## config.mk

```make
export PLATFORM = sky130hd
export DESIGN_NAME = json_token_scanner_core
export DESIGN_NICKNAME = d
export VERILOG_FILES = /design/src/sv/jts_pkg.sv /design/src/sv/json_token_scanner_core.sv /design/src/sv/jts_stack.sv /design/src/sv/jts_scan.sv /design/src/sv/jts_evq.sv
export SDC_FILE = /design/constraint.sdc
export NUM_CORES = 2
export LEC_CHECK = 0
export BUFFER_PORTS_ARGS = -buffer_cell sky130_fd_sc_hd__clkbuf_2
export CAP_MARGIN = 20
export CORE_MARGIN = 2
export CORE_UTILIZATION = 25
export DETAILED_ROUTE_END_ITERATION = 8
export HOLD_SLACK_MARGIN = 0.08
export PLACE_DENSITY = 0.45
export RECOVER_POWER = 50
export SKIP_CTS_REPAIR_TIMING = 1
export SLEW_MARGIN = 20
export SYNTH_ARGS = -nofsm -noshare
export SYNTH_HDL_FRONTEND = slang
export SYNTH_SLANG_ARGS = --single-unit
```

## constraint.sdc

```tcl
create_clock -name clk -period 26.6 [get_ports clk]
set_input_delay 7.98 -clock clk [delete_from_list [all_inputs] [get_ports clk]]
set_output_delay 7.98 -clock clk [all_outputs]
set_load 0.02 [all_outputs]
```

## src/sv/jts_pkg.sv

```systemverilog
`timescale 1ns / 1ps
// ============================================================================
// jts_pkg: shared types, constants and helpers for the JSON token scanner
// Holds the request and event layouts, character codes, scanner modes and
// the stack interface structs.
// ============================================================================
package jts_pkg;

    // Sizing
    localparam int POS_WIDTH   = 32;
    localparam int STACK_DEPTH = 64;
    localparam int SPAN_W      = 32;
    localparam int LVL_W       = 7;
    localparam int IDX_W       = (STACK_DEPTH > 1) ? $clog2(STACK_DEPTH) : 1;
    localparam int STK_LVL_W   = $clog2(STACK_DEPTH + 1);
    localparam int RES_MAX     = 3;
    localparam int RES_CNT_W   = 2;
    localparam int EVQ_DEPTH   = 4;
    localparam int EVQ_PTR_W   = $clog2(EVQ_DEPTH);
    localparam int EVQ_CNT_W   = $clog2(EVQ_DEPTH + 1);

    // Scanner modes
    localparam int MODE_W = 3;
    localparam logic [MODE_W-1:0] MODE_IDLE   = 3'd0;
    localparam logic [MODE_W-1:0] MODE_NUMBER = 3'd1;
    localparam logic [MODE_W-1:0] MODE_WORD   = 3'd2;
    localparam logic [MODE_W-1:0] MODE_STRING = 3'd3;
    localparam logic [MODE_W-1:0] MODE_DONE   = 3'd4;

    // Event kinds
    localparam logic [1:0] EV_TOKEN     = 2'd0;
    localparam logic [1:0] EV_CONTAINER = 2'd1;
    localparam logic [1:0] EV_ERROR     = 2'd2;
    localparam logic [1:0] EV_FINISHED  = 2'd3;

    // Error codes
    localparam logic [1:0] ERR_NONE     = 2'd0;
    localparam logic [1:0] ERR_SYNTAX   = 2'd1;
    localparam logic [1:0] ERR_MISMATCH = 2'd2;
    localparam logic [1:0] ERR_OVERFLOW = 2'd3;

    // Character codes
    localparam logic [7:0] CH_UPPER_E = 8'h45;
    localparam logic [7:0] CH_PLUS    = 8'h2B;
    localparam logic [7:0] CH_MINUS   = 8'h2D;
    localparam logic [7:0] CH_DOT     = 8'h2E;
    localparam logic [7:0] CH_LBRACE  = 8'h7B;
    localparam logic [7:0] CH_LBRACK  = 8'h5B;
    localparam logic [7:0] CH_RBRACE  = 8'h7D;
    localparam logic [7:0] CH_RBRACK  = 8'h5D;
    localparam logic [7:0] CH_COMMA   = 8'h2C;
    localparam logic [7:0] CH_COLON   = 8'h3A;
    localparam logic [7:0] CH_QUOTE   = 8'h22;
    localparam logic [7:0] CH_BSLASH  = 8'h5C;
    localparam logic [7:0] CH_NUL     = 8'h00;
    localparam logic [7:0] CH_SPACE   = 8'h20;
    localparam logic [7:0] CH_TAB     = 8'h09;
    localparam logic [7:0] CH_CR      = 8'h0D;
    localparam logic [7:0] CH_ZERO    = 8'h30;
    localparam logic [7:0] CH_NINE    = 8'h39;
    localparam logic [7:0] CH_UP_A    = 8'h41;
    localparam logic [7:0] CH_UP_Z    = 8'h5A;
    localparam logic [7:0] CH_LO_A    = 8'h61;
    localparam logic [7:0] CH_LO_Z    = 8'h7A;

    typedef struct packed {
        logic [7:0] text_byte;
        logic       end_of_data;
    } in_item_t;

    typedef struct packed {
        logic [1:0]        event_kind;
        logic [SPAN_W-1:0] span_start;
        logic [SPAN_W-1:0] span_end;
        logic [LVL_W-1:0]  nest_level;
        logic [1:0]        error_code;
        logic              last_of_run;
    } out_item_t;

    typedef struct packed {
        logic                 push;
        logic                 pop;
        logic                 square;
        logic [POS_WIDTH-1:0] pos;
    } stk_op_t;

    typedef struct packed {
        logic [STK_LVL_W-1:0] level;
        logic                 top_square;
        logic [POS_WIDTH-1:0] top_pos;
    } stk_stat_t;

    function automatic logic is_digit(input logic [7:0] b);
        return (b >= CH_ZERO) && (b <= CH_NINE);
    endfunction

    function automatic logic is_alpha(input logic [7:0] b);
        return ((b >= CH_UP_A) && (b <= CH_UP_Z)) || ((b >= CH_LO_A) && (b <= CH_LO_Z));
    endfunction

    function automatic logic is_space(input logic [7:0] b);
        return (b == CH_SPACE) || ((b >= CH_TAB) && (b <= CH_CR));
    endfunction

    function automatic out_item_t mk_event(input logic [1:0] kind,
                                           input logic [POS_WIDTH-1:0] s,
                                           input logic [POS_WIDTH-1:0] e,
                                           input logic [LVL_W-1:0] lvl,
                                           input logic [1:0] err);
        out_item_t r;
        r.event_kind  = kind;
        r.span_start  = SPAN_W'(s);
        r.span_end    = SPAN_W'(e);
        r.nest_level  = lvl;
        r.error_code  = err;
        r.last_of_run = 1'b0;
        return r;
    endfunction

endpackage

```

## src/sv/json_token_scanner_core.sv

```systemverilog
`timescale 1ns / 1ps
// ============================================================================
// json_token_scanner_core: streaming JSON tokenizer with bracket matching
// Scans one text byte per request, reports token, container, error and
// finished events, and matches braces and brackets on an internal stack.
// ============================================================================
//
//  channel  | valid      | stall      | payload            | direction
//  ---------+------------+------------+--------------------+----------
//  bytes    | byte_valid | byte_stall | byte_req (in_item_t)  | in
//  events   | evt_valid  | evt_stall  | evt (out_item_t)      | out
//
//  Throughput: one request per cycle while the event queue drains; every
//  request yields zero to three events, and events leave one per cycle while
//  evt_stall is low, so the event port sets the rate when requests carry
//  several events. An accepted request is held in req_reg and scanned once
//  the queue has room; its events are then queued and offered in order.
//  Reset (rst_n low, async) clears position, lexer mode, errors, stack level
//  and queue; stack contents are left as they are.
//  byte_stall rises while the held request waits for queue room; evt_stall
//  holds the queue head.
//
module json_token_scanner_core
    import jts_pkg::*;
(
    input  logic      clk,
    input  logic      rst_n,
    input  logic      byte_valid,
    output logic      byte_stall,
    input  in_item_t  byte_req,
    output logic      evt_valid,
    input  logic      evt_stall,
    output out_item_t evt
);

    in_item_t                 req_reg;
    logic                     req_vld_reg;
    logic                     fire;
    logic                     room;
    stk_op_t                  stk_op;
    stk_stat_t                stk_stat;
    out_item_t [RES_MAX-1:0]  res;
    logic [RES_CNT_W-1:0]     res_cnt;

    // Scan the held request once the queue can take its whole burst.
    assign fire       = req_vld_reg && room;
    // Hold off new requests while the held one waits.
    assign byte_stall = req_vld_reg && !fire;

    always_ff @(posedge clk)
    begin
        if (byte_valid && !byte_stall)
        begin
            req_reg <= byte_req;
        end
    end

    always_ff @(posedge clk or negedge rst_n)
    begin
        if (!rst_n)
        begin
            req_vld_reg <= 1'b0;
        end
        else if (!byte_stall)
        begin
            req_vld_reg <= byte_valid;
        end
    end

    jts_scan u_scan (
        .clk     (clk),
        .rst_n   (rst_n),
        .fire    (fire),
        .item    (req_reg),
        .stk     (stk_stat),
        .op      (stk_op),
        .res     (res),
        .res_cnt (res_cnt)
    );

    jts_stack u_stack (
        .clk   (clk),
        .rst_n (rst_n),
        .op    (stk_op),
        .stat  (stk_stat)
    );

    jts_evq u_evq (
        .clk       (clk),
        .rst_n     (rst_n),
        .wr_cnt    (res_cnt),
        .wr_data   (res),
        .room      (room),
        .evt_valid (evt_valid),
        .evt_stall (evt_stall),
        .evt       (evt)
    );

    // A stack operation is either a push or a pop, never both.
    a_stk_excl: assert property (@(posedge clk) disable iff (!rst_n)
        !(stk_op.push && stk_op.pop))
        else $error("stack push and pop together");

    // The stack moves only when a request is scanned.
    a_stk_fire: assert property (@(posedge clk) disable iff (!rst_n)
        !fire |-> (!stk_op.push && !stk_op.pop && (res_cnt == '0)))
        else $error("stack or queue moved without a scanned request");

    // A held request that is not scanned stays in place.
    a_req_hold: assert property (@(posedge clk) disable iff (!rst_n)
        (req_vld_reg && !fire) |=> (req_vld_reg && $stable(req_reg)))
        else $error("held request lost");

    // The stack level never passes its depth.
    a_stk_bound: assert property (@(posedge clk) disable iff (!rst_n)
        stk_stat.level <= STK_LVL_W'(STACK_DEPTH))
        else $error("stack level past depth");

endmodule

```

## src/sv/jts_stack.sv

```systemverilog
`timescale 1ns / 1ps
// ============================================================================
// jts_stack: open-container stack
// Top entry lives in flops; the memory keeps every entry and prefetches the
// one under the top, so a pop refills the top with no wait.
// ============================================================================
module jts_stack
    import jts_pkg::*;
(
    input  logic      clk,
    input  logic      rst_n,
    input  stk_op_t   op,
    output stk_stat_t stat
);

    logic [POS_WIDTH:0]     mem [STACK_DEPTH];
    logic [POS_WIDTH:0]     below_reg;
    logic [POS_WIDTH:0]     top_reg;
    logic [STK_LVL_W-1:0]   level_reg;
    logic [STK_LVL_W-1:0]   level_next;
    logic [STK_LVL_W-1:0]   rd_lvl;
    logic [IDX_W-1:0]       rd_addr;

    always_comb
    begin
        level_next = level_reg;
        if (op.push)
        begin
            level_next = level_reg + STK_LVL_W'(1);
        end
        else if (op.pop)
        begin
            level_next = level_reg - STK_LVL_W'(1);
        end
        // prefetch the entry that becomes top after the next pop
        rd_lvl  = level_next - STK_LVL_W'(2);
        rd_addr = rd_lvl[IDX_W-1:0];
    end

    always_ff @(posedge clk)
    begin
        if (op.push)
        begin
            mem[level_reg[IDX_W-1:0]] <= {op.square, op.pos};
        end
        below_reg <= mem[rd_addr];
    end

    always_ff @(posedge clk)
    begin
        if (op.push)
        begin
            top_reg <= {op.square, op.pos};
        end
        else if (op.pop)
        begin
            top_reg <= below_reg;
        end
    end

    always_ff @(posedge clk or negedge rst_n)
    begin
        if (!rst_n)
        begin
            level_reg <= '0;
        end
        else
        begin
            level_reg <= level_next;
        end
    end

    assign stat.level      = level_reg;
    assign stat.top_square = top_reg[POS_WIDTH];
    assign stat.top_pos    = top_reg[POS_WIDTH-1:0];

endmodule

```

## src/sv/jts_scan.sv

```systemverilog
`timescale 1ns / 1ps
// ============================================================================
// jts_scan: token scanner state and per-byte step logic
// Classifies one request, updates lexer state and produces up to three
// events plus at most one stack operation.
// ============================================================================
module jts_scan
    import jts_pkg::*;
(
    input  logic                          clk,
    input  logic                          rst_n,
    input  logic                          fire,
    input  in_item_t                      item,
    input  stk_stat_t                     stk,
    output stk_op_t                       op,
    output out_item_t [RES_MAX-1:0]       res,
    output logic [RES_CNT_W-1:0]          res_cnt
);

    logic [POS_WIDTH-1:0] pos_reg,   pos_next;
    logic [MODE_W-1:0]    mode_reg,  mode_next;
    logic [POS_WIDTH-1:0] begin_reg, begin_next;
    logic                 dot_reg,   dot_next;
    logic                 esc_reg,   esc_next;
    logic [1:0]           err_reg,   err_next;

    always_comb
    begin
        logic [7:0]           b;
        logic [POS_WIDTH-1:0] pos_inc;
        logic                 rescan;
        logic [RES_CNT_W-1:0] n;
        stk_op_t              op_c;

        b          = item.text_byte;
        pos_inc    = pos_reg + POS_WIDTH'(1);
        rescan     = 1'b0;
        n          = '0;
        op_c       = '0;
        res        = '0;
        pos_next   = pos_reg;
        mode_next  = mode_reg;
        begin_next = begin_reg;
        dot_next   = dot_reg;
        esc_next   = esc_reg;
        err_next   = err_reg;

        if (mode_reg == MODE_DONE)
        begin
            res[n] = mk_event(EV_FINISHED, pos_reg, pos_reg, '0, ERR_NONE);
            n = n + RES_CNT_W'(1);
        end
        else if (err_reg != ERR_NONE)
        begin
            res[n] = mk_event(EV_ERROR, pos_reg, pos_reg, '0, err_reg);
            n = n + RES_CNT_W'(1);
        end
        else if (item.end_of_data)
        begin
            if ((mode_reg == MODE_NUMBER) || (mode_reg == MODE_WORD))
            begin
                res[n] = mk_event(EV_TOKEN, begin_reg, pos_reg, '0, ERR_NONE);
                n = n + RES_CNT_W'(1);
            end
            if (mode_reg == MODE_STRING)
            begin
                err_next  = ERR_SYNTAX;
                mode_next = MODE_IDLE;
                res[n] = mk_event(EV_ERROR, pos_reg, pos_reg, '0, ERR_SYNTAX);
                n = n + RES_CNT_W'(1);
            end
            else
            begin
                mode_next = MODE_DONE;
                res[n] = mk_event(EV_FINISHED, pos_reg, pos_reg, '0, ERR_NONE);
                n = n + RES_CNT_W'(1);
            end
        end
        else
        begin
            case (mode_reg)
                MODE_NUMBER:
                begin
                    if (is_digit(b) || (b == CH_UPPER_E) || (b == CH_PLUS) || (b == CH_MINUS))
                    begin
                        rescan = 1'b0;
                    end
                    else if ((b == CH_DOT) && !dot_reg)
                    begin
                        dot_next = 1'b1;
                    end
                    else
                    begin
                        res[n] = mk_event(EV_TOKEN, begin_reg, pos_reg, '0, ERR_NONE);
                        n = n + RES_CNT_W'(1);
                        mode_next = MODE_IDLE;
                        rescan = 1'b1;
                    end
                end
                MODE_WORD:
                begin
                    if (!is_alpha(b))
                    begin
                        res[n] = mk_event(EV_TOKEN, begin_reg, pos_reg, '0, ERR_NONE);
                        n = n + RES_CNT_W'(1);
                        mode_next = MODE_IDLE;
                        rescan = 1'b1;
                    end
                end
                MODE_STRING:
                begin
                    if (esc_reg)
                    begin
                        esc_next = 1'b0;
                    end
                    else if (b == CH_BSLASH)
                    begin
                        esc_next = 1'b1;
                    end
                    else if (b == CH_QUOTE)
                    begin
                        res[n] = mk_event(EV_TOKEN, begin_reg, pos_inc, '0, ERR_NONE);
                        n = n + RES_CNT_W'(1);
                        mode_next = MODE_IDLE;
                    end
                    else if (b == CH_NUL)
                    begin
                        err_next  = ERR_SYNTAX;
                        mode_next = MODE_IDLE;
                        res[n] = mk_event(EV_ERROR, pos_reg, pos_reg, '0, ERR_SYNTAX);
                        n = n + RES_CNT_W'(1);
                    end
                end
                default:
                begin
                    mode_next = MODE_IDLE;
                    rescan = 1'b1;
                end
            endcase

            // scan the byte as the start of a new token
            if (rescan)
            begin
                priority if (is_space(b))
                begin
                    mode_next = MODE_IDLE;
                end
                else if (is_digit(b) || (b == CH_DOT))
                begin
                    mode_next  = MODE_NUMBER;
                    begin_next = pos_reg;
                    dot_next   = (b == CH_DOT);
                end
                else if (is_alpha(b))
                begin
                    mode_next  = MODE_WORD;
                    begin_next = pos_reg;
                end
                else
                begin
                    unique case (b)
                        CH_QUOTE:
                        begin
                            mode_next  = MODE_STRING;
                            begin_next = pos_reg;
                            esc_next   = 1'b0;
                        end
                        CH_LBRACE, CH_LBRACK:
                        begin
                            if (stk.level >= STK_LVL_W'(STACK_DEPTH))
                            begin
                                err_next = ERR_OVERFLOW;
                                res[n] = mk_event(EV_ERROR, pos_reg, pos_reg, '0, ERR_OVERFLOW);
                                n = n + RES_CNT_W'(1);
                            end
                            else
                            begin
                                op_c.push   = 1'b1;
                                op_c.square = (b == CH_LBRACK);
                                op_c.pos    = pos_reg;
                                res[n] = mk_event(EV_TOKEN, pos_reg, pos_inc, '0, ERR_NONE);
                                n = n + RES_CNT_W'(1);
                            end
                        end
                        CH_RBRACE, CH_RBRACK:
                        begin
                            if ((stk.level == '0) || (stk.top_square != (b == CH_RBRACK)))
                            begin
                                err_next = ERR_MISMATCH;
                                res[n] = mk_event(EV_ERROR, pos_reg, pos_reg, '0, ERR_MISMATCH);
                                n = n + RES_CNT_W'(1);
                            end
                            else
                            begin
                                op_c.pop = 1'b1;
                                res[n] = mk_event(EV_CONTAINER, stk.top_pos, pos_inc,
                                                  LVL_W'(stk.level), ERR_NONE);
                                n = n + RES_CNT_W'(1);
                                res[n] = mk_event(EV_TOKEN, pos_reg, pos_inc, '0, ERR_NONE);
                                n = n + RES_CNT_W'(1);
                            end
                        end
                        CH_COMMA, CH_COLON:
                        begin
                            res[n] = mk_event(EV_TOKEN, pos_reg, pos_inc, '0, ERR_NONE);
                            n = n + RES_CNT_W'(1);
                        end
                        default:
                        begin
                            err_next = ERR_SYNTAX;
                            res[n] = mk_event(EV_ERROR, pos_reg, pos_reg, '0, ERR_SYNTAX);
                            n = n + RES_CNT_W'(1);
                        end
                    endcase
                end
            end
            pos_next = pos_inc;
        end

        if (n != '0)
        begin
            res[n - RES_CNT_W'(1)].last_of_run = 1'b1;
        end

        op      = fire ? op_c : '0;
        res_cnt = fire ? n : '0;
    end

    always_ff @(posedge clk or negedge rst_n)
    begin
        if (!rst_n)
        begin
            pos_reg   <= '0;
            mode_reg  <= MODE_IDLE;
            begin_reg <= '0;
            dot_reg   <= 1'b0;
            esc_reg   <= 1'b0;
            err_reg   <= ERR_NONE;
        end
        else if (fire)
        begin
            pos_reg   <= pos_next;
            mode_reg  <= mode_next;
            begin_reg <= begin_next;
            dot_reg   <= dot_next;
            esc_reg   <= esc_next;
            err_reg   <= err_next;
        end
    end

endmodule

```

## src/sv/jts_evq.sv

```systemverilog
`timescale 1ns / 1ps
// ============================================================================
// jts_evq: event queue; takes up to three events per cycle, in order,
// and hands out one per cycle while evt_stall is low.
// ============================================================================
module jts_evq
    import jts_pkg::*;
(
    input  logic                    clk,
    input  logic                    rst_n,
    input  logic [RES_CNT_W-1:0]    wr_cnt,
    input  out_item_t [RES_MAX-1:0] wr_data,
    output logic                    room,
    output logic                    evt_valid,
    input  logic                    evt_stall,
    output out_item_t               evt
);

    out_item_t             q_reg [EVQ_DEPTH];
    logic [EVQ_PTR_W-1:0]  wr_ptr_reg, rd_ptr_reg;
    logic [EVQ_CNT_W-1:0]  cnt_reg;
    logic                  pop;

    assign evt_valid = (cnt_reg != '0);
    assign evt       = q_reg[rd_ptr_reg];
    assign pop       = evt_valid && !evt_stall;
    // room for a full burst of events from one request
    assign room      = (cnt_reg <= EVQ_CNT_W'(EVQ_DEPTH - RES_MAX));

    always_ff @(posedge clk)
    begin
        for (int i = 0; i < RES_MAX; i++)
        begin
            if (RES_CNT_W'(i) < wr_cnt)
            begin
                q_reg[wr_ptr_reg + EVQ_PTR_W'(i)] <= wr_data[i];
            end
        end
    end

    always_ff @(posedge clk or negedge rst_n)
    begin
        if (!rst_n)
        begin
            wr_ptr_reg <= '0;
            rd_ptr_reg <= '0;
            cnt_reg    <= '0;
        end
        else
        begin
            wr_ptr_reg <= wr_ptr_reg + EVQ_PTR_W'(wr_cnt);
            rd_ptr_reg <= rd_ptr_reg + EVQ_PTR_W'(pop);
            cnt_reg    <= cnt_reg + EVQ_CNT_W'(wr_cnt) - EVQ_CNT_W'(pop);
        end
    end

endmodule
```

== Word level (Yosys, flattened, before mapping) ==
Memories as Yosys holds them, arrays and structs flattened. A register that Yosys moved wholly into a read port is not among the register bits.
Index checks and enable logic that the tools add are counted.
Widths: inputs -> output; s select.
Operators by class
  $lt $le $gt $ge: 21
  bitwise operators: 4
  reduce and logical (&&, ||, !) cells: 40
  add/sub/neg operators: 14
  equal/unequal tests: 19
  multiplexer cells: 150
Operator list (count)
  $bwmux 228: 9
  $mux 228: 9
  $mux 76: 16
  $pmux 228 s4: 1
  $demux 76 s2: 4
  $mux 152: 2
  $mux 35: 8
  $pmux 76 s3: 1
  $mux 74: 3
  $mux 33: 4
  $mux 32: 3
  $mux 2: 32
  $eq 8x6->1 const B: 7
  $eq 8x7->1 const B: 6
  $mux 3: 14
  $mux 1: 37
  $add 32x1->32 const B: 1
  $ge 8x7->1 const B: 2
  $le 8x7->1 const B: 2
  $mux 7: 2
  $logic_and 1x1->1: 13
  $lt 2x3->1 const B: 4
  $pmux 2 s3: 2
  $pmux 3 s3: 1
  38 further kinds: 65
Storage, ports and cells
  flip-flop bits (word level): 128
  output and inout port bits: 78
  RAM bits: 2416
  word-level logic and storage cells: 264
  memories: 2
Memory list
  u_stack.mem: depth 64, width 33, rd ports 1, clocked after memory_dff 1, wr ports 1, RTL line jts_stack.sv:16  | logic [POS_WIDTH:0] mem [STACK_DEPTH];
  u_evq.q_reg: depth 4, width 76, rd ports 1, clocked after memory_dff 0, wr ports 3, RTL line jts_evq.sv:19  | out_item_t q_reg [EVQ_DEPTH];

== Logic depth before layout (Yosys ltp) ==
  word-level depth: 28
  depth in mapped cells: 25
  depth with buffers taken out: 17

== Hierarchy ==
From an unflattened synthesis, not the netlist that was laid out.
Unflattened totals
  cells, all modules: 7330
  area, all modules: 112472.9 um^2
By module, submodules not included
  jts_stack: area an instance 83989.3 um^2, cells each 3878, instances 1
  jts_evq: area an instance 17426.7 um^2, cells each 1805, instances 1
  jts_scan: area an instance 10722.8 um^2, cells each 1632, instances 1
  json_token_scanner_core: area an instance 334.1 um^2, cells each 15, instances 1

== Worst setup path before layout ==
No wires, ideal clock.
  path kind: reg-to-output
  from: register u_evq.rd_ptr_reg[0]
  to: output evt[35] (netlist bit)
  arrival: 2.109 ns
  setup slack: 16.511 ns
  stages on the path, launching flop included: 5
  path buffers: 3
  required time: 18.620 ns
  path through: dfrtp_1 > clkbuf_1 > buf_1 > buf_1 > mux4_2
RTL lines
  start, declared: RTL line jts_evq.sv:20  | logic [EVQ_PTR_W-1:0] wr_ptr_reg, rd_ptr_reg;
  start signal, assigned: RTL line jts_evq.sv:52  | rd_ptr_reg <= rd_ptr_reg + EVQ_PTR_W'(pop);
  end, declared: RTL line json_token_scanner_core.sv:33  | output out_item_t evt

== Worst setup path after layout ==
  from: register req_reg[0] (netlist bit)
  to: register u_stack.below_reg[6], read port of u_stack.mem
On the way
  cells in the longest elaborated chain, start to end: 7
Ends and longest elaborated chain
  start, declared: RTL line json_token_scanner_core.sv:36  | in_item_t req_reg;
  start signal, assigned: RTL line json_token_scanner_core.sv:54  | req_reg <= byte_req;
  $mux 35 (*): RTL line jts_scan.sv:58  | else if (item.end_of_data)
  $mux 35 (*): RTL line jts_scan.sv:53  | else if (err_reg != ERR_NONE)
  $mux 35 (*): RTL line jts_scan.sv:48  | if (mode_reg == MODE_DONE)
  $mux 35 (*): RTL line jts_scan.sv:225  | op = fire ? op_c : '0;
  $mux 7: RTL line jts_stack.sv:31  | else if (op.pop)
  $mux 7 (*): RTL line jts_stack.sv:27  | if (op.push)
  $sub 6x2->6 (*): RTL line jts_stack.sv:36  | rd_lvl = level_next - STK_LVL_W'(2);
  end, declared: RTL line jts_stack.sv:17  | logic [POS_WIDTH:0] below_reg;
Mark *: on every way between the ends. The rest lies on a longest branch, timed or not.
A chain may end at the register's enable or synchronous reset.

==> flow_metrics.py <==
metrics = {
    "floorplan": {
        "placementRows": 245,
        "die_h_um": 671,
        "die_x_um": 671,
        "ios": 91,
        "initial_core_util": 0.251,
        "die-area_um2": 451000,
        "core_area_um2": 444000,
    },
    "setup_path": {
        "end_kind": "flip-flop",
        "cpPeakStageDelay_ns": 2.94,
        "rrSetupSlack_ns": 13.55,
        "critical_path.cell_chain": "clkbuf_1 > nor3_1 > nand2_2 > nor2_2 > clkbuf_1 > nand2_1 > o31ai_1 > and2_0 > inv_8 > ha_1 > xnor3_1 > nor2_4 > buf_12 > buf_4 > nand3_1 > a41oi_1 > or4_1",
        "r2r-start": "req_reg[0]$_DFFE_PP_",
        "arrival_ns": 13.88,
        "required_ns": 27.43,
        "cpMostUsedCell": "clkbuf_1",
        "cp_slowest_cell": "and2_0",
        "critPathKind": "flip-flop to flip-flop",
        "path_max_fanout": 119,
        "reg2reg_depth": 17,
        "startpoint_type": "flip-flop",
        "r2r-end": "u_stack.below_reg[6]$_DFF_P_",
    },
    "job": {
        "maxCapViolations": 47,
    },
    "drt": {
        "firstDrtPassIters": 7,
        "initialDrtViolationCount": 9184,
        "via_per_inst": 5.01,
        "ant_nets": 0,
        "drc": 0,
        "wl_um": 383000,
        "post_drt_wl_per_cell_um": 26.8,
        "route.vias.total": 71700,
    },
    "clock_network": {
        "h-tree-depth": 5,
        "clkSinkCount": 2577,
        "cts_buffer_depth": 4,
        "cts_root_buffer": "clkbuf_16",
        "cts_tree": "yes",
        "clkTransAtPathRegs_ns": 0.06,
        "cts_buffers": 291,
        "worstSkewPairLatency_ns": 0.92,
    },
    "hold_path": {
        "holdCritStartpoint": "u_evq.cnt_reg[0]$_DFF_PN0_",
        "worstHoldEndpoint": "u_evq.cnt_reg[0]$_DFF_PN0_",
        "hold_depth": 1,
        "holdCritPathClass": "flip-flop to flip-flop",
    },
    "timing": {
        "rsz0062_at_grt": "no",
        "finalHoldViolCount": 0,
        "setup_violations": 0,
        "slew_violations": 2679,
        "fmax_mhz": 76.6,
        "post-route-min-period_ns": 13.05,
        "worstMarginPinSlew_ns": 4.27,
        "fin_crit_sh": 0.490,
        "max_slew_margin": -1.85,
        "worst_clock_skew_ns": 0.0477,
        "fin_tns_setup_ns": 0,
    },
    "power": {
        "vdd_drop_max_mv": 0.0453,
        "p_per_area_nw_per_um2": 78.6,
        "power_mw": 10.1,
        "power.leakage_nw": 44.4,
    },
    "global_route": {
        "grt-ovfl-total": 0,
        "grt_usage": 0.164,
        "grt_pass1_vias": 69200,
        "grt_pass1_wl_um": 538000,
        "grt_max_degree": 132,
        "grt_antenna_before_repair": 26,
    },
    "layout": {
        "syn_to_final_growth_pct": 15.6,
        "drive_above_1_share": 0.120,
        "fin_nets": 8169,
        "largest_reg_flops": 2112,
    },
    "placed_design": {
        "port_buffers": 90,
        "dp_hpwl_um": 213000,
        "gp_congestion": 0.883,
    },
    "outcome": {
        "violations": "max-capacitance violations, max-slew violations",
        "status": "finished with violations",
    },
    "synthesis": {
        "synth_edf_count": 2458,
        "synth.cell_area_um2": 111000,
        "async_reset_ff_frac": 0.0334,
        "yosysWarnings": 0,
        "ys.flop_type": "edfxtp_1",
        "synth.distinct_cells": 94,
        "syn_nets": 8125,
        "avgSynthCellArea_um2": 13.8,
        "syn_inst": 8097,
        "ys_seq_area_frac": 0.688,
        "synth-seq-cells": 2577,
    },
}
## layout by cell type (no fill, tap or decap), types with 20 or more instances in the layout
cell and instances:
a21boi_0 52, mux2_2 33, o21ai_0 227, mux2i_1 929
a22o_1 24, nand3_1 593, clkbuf_1 120, a221oi_1 56
nand2_1 1372, or4_1 36, and2_2 26, a41oi_1 56
edfxtp_1 2458, o21a_1 32, clkbuf_16 301, xnor2_1 59
dfrtp_1 84, nor3_1 43, clkbuf_2 89, a21oi_1 153
a22oi_1 166, a32oi_1 135, clkinv_2 43, clkinv_1 51
o22ai_1 39, dfxtp_1 33, nor2_1 208, a21boi_1 20
o221ai_1 42, inv_1 26, mux4_2 76, buf_4 219
nor2_4 65, a21o_1 47
## power by group
group	leakage [nW]	internal (mW)	total (mW)	switching, mW
clock	4.50	2.27	3.93	1.66
combinational	17.6	0.486	1.54	1.06
sequential	22.3	4.55	4.65	0.0990
total	44.4	7.31	10.1	2.81
## Yosys cell counts (12+ instances only)
| library cell | n | area [um2] |
|---|---|---|
| edfxtp_1 | 2458 | 73800 |
| nand2_1 | 1373 | 5150 |
| mux2i_1 | 929 | 9300 |
| nand3_1 | 595 | 2980 |
| clkbuf_1 | 403 | 1510 |
| nor2_1 | 281 | 1050 |
| o21ai_0 | 229 | 1150 |
| a22oi_1 | 166 | 1250 |
| a21oi_1 | 153 | 766 |
| buf_2 | 148 | 741 |
| a32oi_1 | 135 | 1180 |
| dfrtp_1 | 86 | 2150 |
| mux4_2 | 76 | 1710 |
| a41oi_1 | 69 | 604 |
| a21boi_0 | 61 | 458 |
| xnor2_1 | 59 | 517 |
| a221oi_1 | 58 | 508 |
| buf_1 | 53 | 199 |
| and2_1 | 50 | 313 |
| nor3_1 | 48 | 240 |
| a21o_1 | 47 | 353 |
| o221ai_1 | 42 | 368 |
| o22ai_1 | 39 | 244 |
| or4_1 | 36 | 270 |
| dfxtp_1 | 33 | 661 |
| mux2_2 | 33 | 372 |
| o21a_1 | 32 | 240 |
| inv_1 | 27 | 101 |
| a22o_1 | 26 | 228 |
| a211oi_1 | 19 | 143 |
| a31oi_1 | 19 | 119 |
| and3_1 | 19 | 119 |
| a221o_1 | 17 | 170 |
| nor4_1 | 17 | 106 |
| or3_1 | 17 | 106 |
| ha_1 | 14 | 175 |
| nand4_1 | 14 | 87.6 |
| o211ai_1 | 14 | 105 |
| xor2_1 | 14 | 123 |
| a21boi_1 | 12 | 90.1 |
## cell families after synthesis
logic type / synth area share
adders and majority gates: 0.00175
xor gates and xnor gates: 0.00644
and+or+nand+nor: 0.0978
DFF: 0.688
AOI/OAI and AO/OA: 0.0801
muxes: 0.102
buffers and inverters: 0.0238
## cell type report
class,instances,area (um2)
inverter,28,120
clock buffer,376,7870
fill,44800,316000
tap,5928,7420
antenna,15,37.5
sequential,2577,76600
multi-input combinational,4877,32900
clock inverter,150,1360
timing repair buffer,366,2410
## worst max-delay path, delay by kind of cell (launching register included)
family                     cells  cell delay [ns]
xor gates and xnor gates       1             0.44
adders and majority gates      1             0.76
and+or+nand+nor                8             5.05
buffers and inverters          5             4.83
DFF                            1             0.39
AOI/OAI and AO/OA              2             1.25
## per-stage QoR
| step | util | hold WS, ns | setup WS (ns) | std cells | area [um2] |
|---|---|---|---|---|---|
| global placement | 0.269 | 0.492 | 15.71 | 13800 | 120000 |
| CTS | 0.290 | 0.504 | 14.72 | 14300 | 129000 |
| global route | 0.290 | 0.524 | 12.95 | 14300 | 129000 |
| floorplan | - | 0.472 | 16.51 | 8097 | 111000 |
| detailed placement | 0.269 | 0.491 | 15.70 | 13800 | 120000 |
| finish | 0.290 | 0.504 | 13.55 | 14300 | 129000 |
## per-layer routing
metal | share of wire | GRT usage | wire (um) | vias up
met1 | 0.45 | 0.234 | 172000 | 36700
met4 | 0.037 | 0.0548 | 14200 | 2
li1 | - | - | - | 31100
met3 | 0.071 | 0.0234 | 27000 | 653
met2 | 0.44 | 0.255 | 170000 | 3248
met5 | 0.000034 | 0 | 13 | -
## worst max-delay path by stage
| stage | start | end | slack, ns | cells after the start |
|---|---|---|---|---|
| after floorplan | u_evq.rd_ptr_reg[0]$_DFF_PN0_ | evt[35] | 16.51 | 4 |
| after global placement | u_evq.rd_ptr_reg[0]$_DFF_PN0_ | evt[39] | 15.71 | 4 |
| after detailed placement | u_evq.rd_ptr_reg[0]$_DFF_PN0_ | evt[70] | 15.70 | 4 |
| after CTS | u_evq.rd_ptr_reg[0]$_DFF_PN0_ | evt[70] | 14.72 | 4 |
| after global routing | req_reg[0]$_DFFE_PP_ | u_stack.below_reg[12]$_DFF_P_ | 12.95 | 17 |
| final | req_reg[0]$_DFFE_PP_ | u_stack.below_reg[6]$_DFF_P_ | 13.55 | 17 |
No activity file was read; power rests on OpenSTA's default activity.
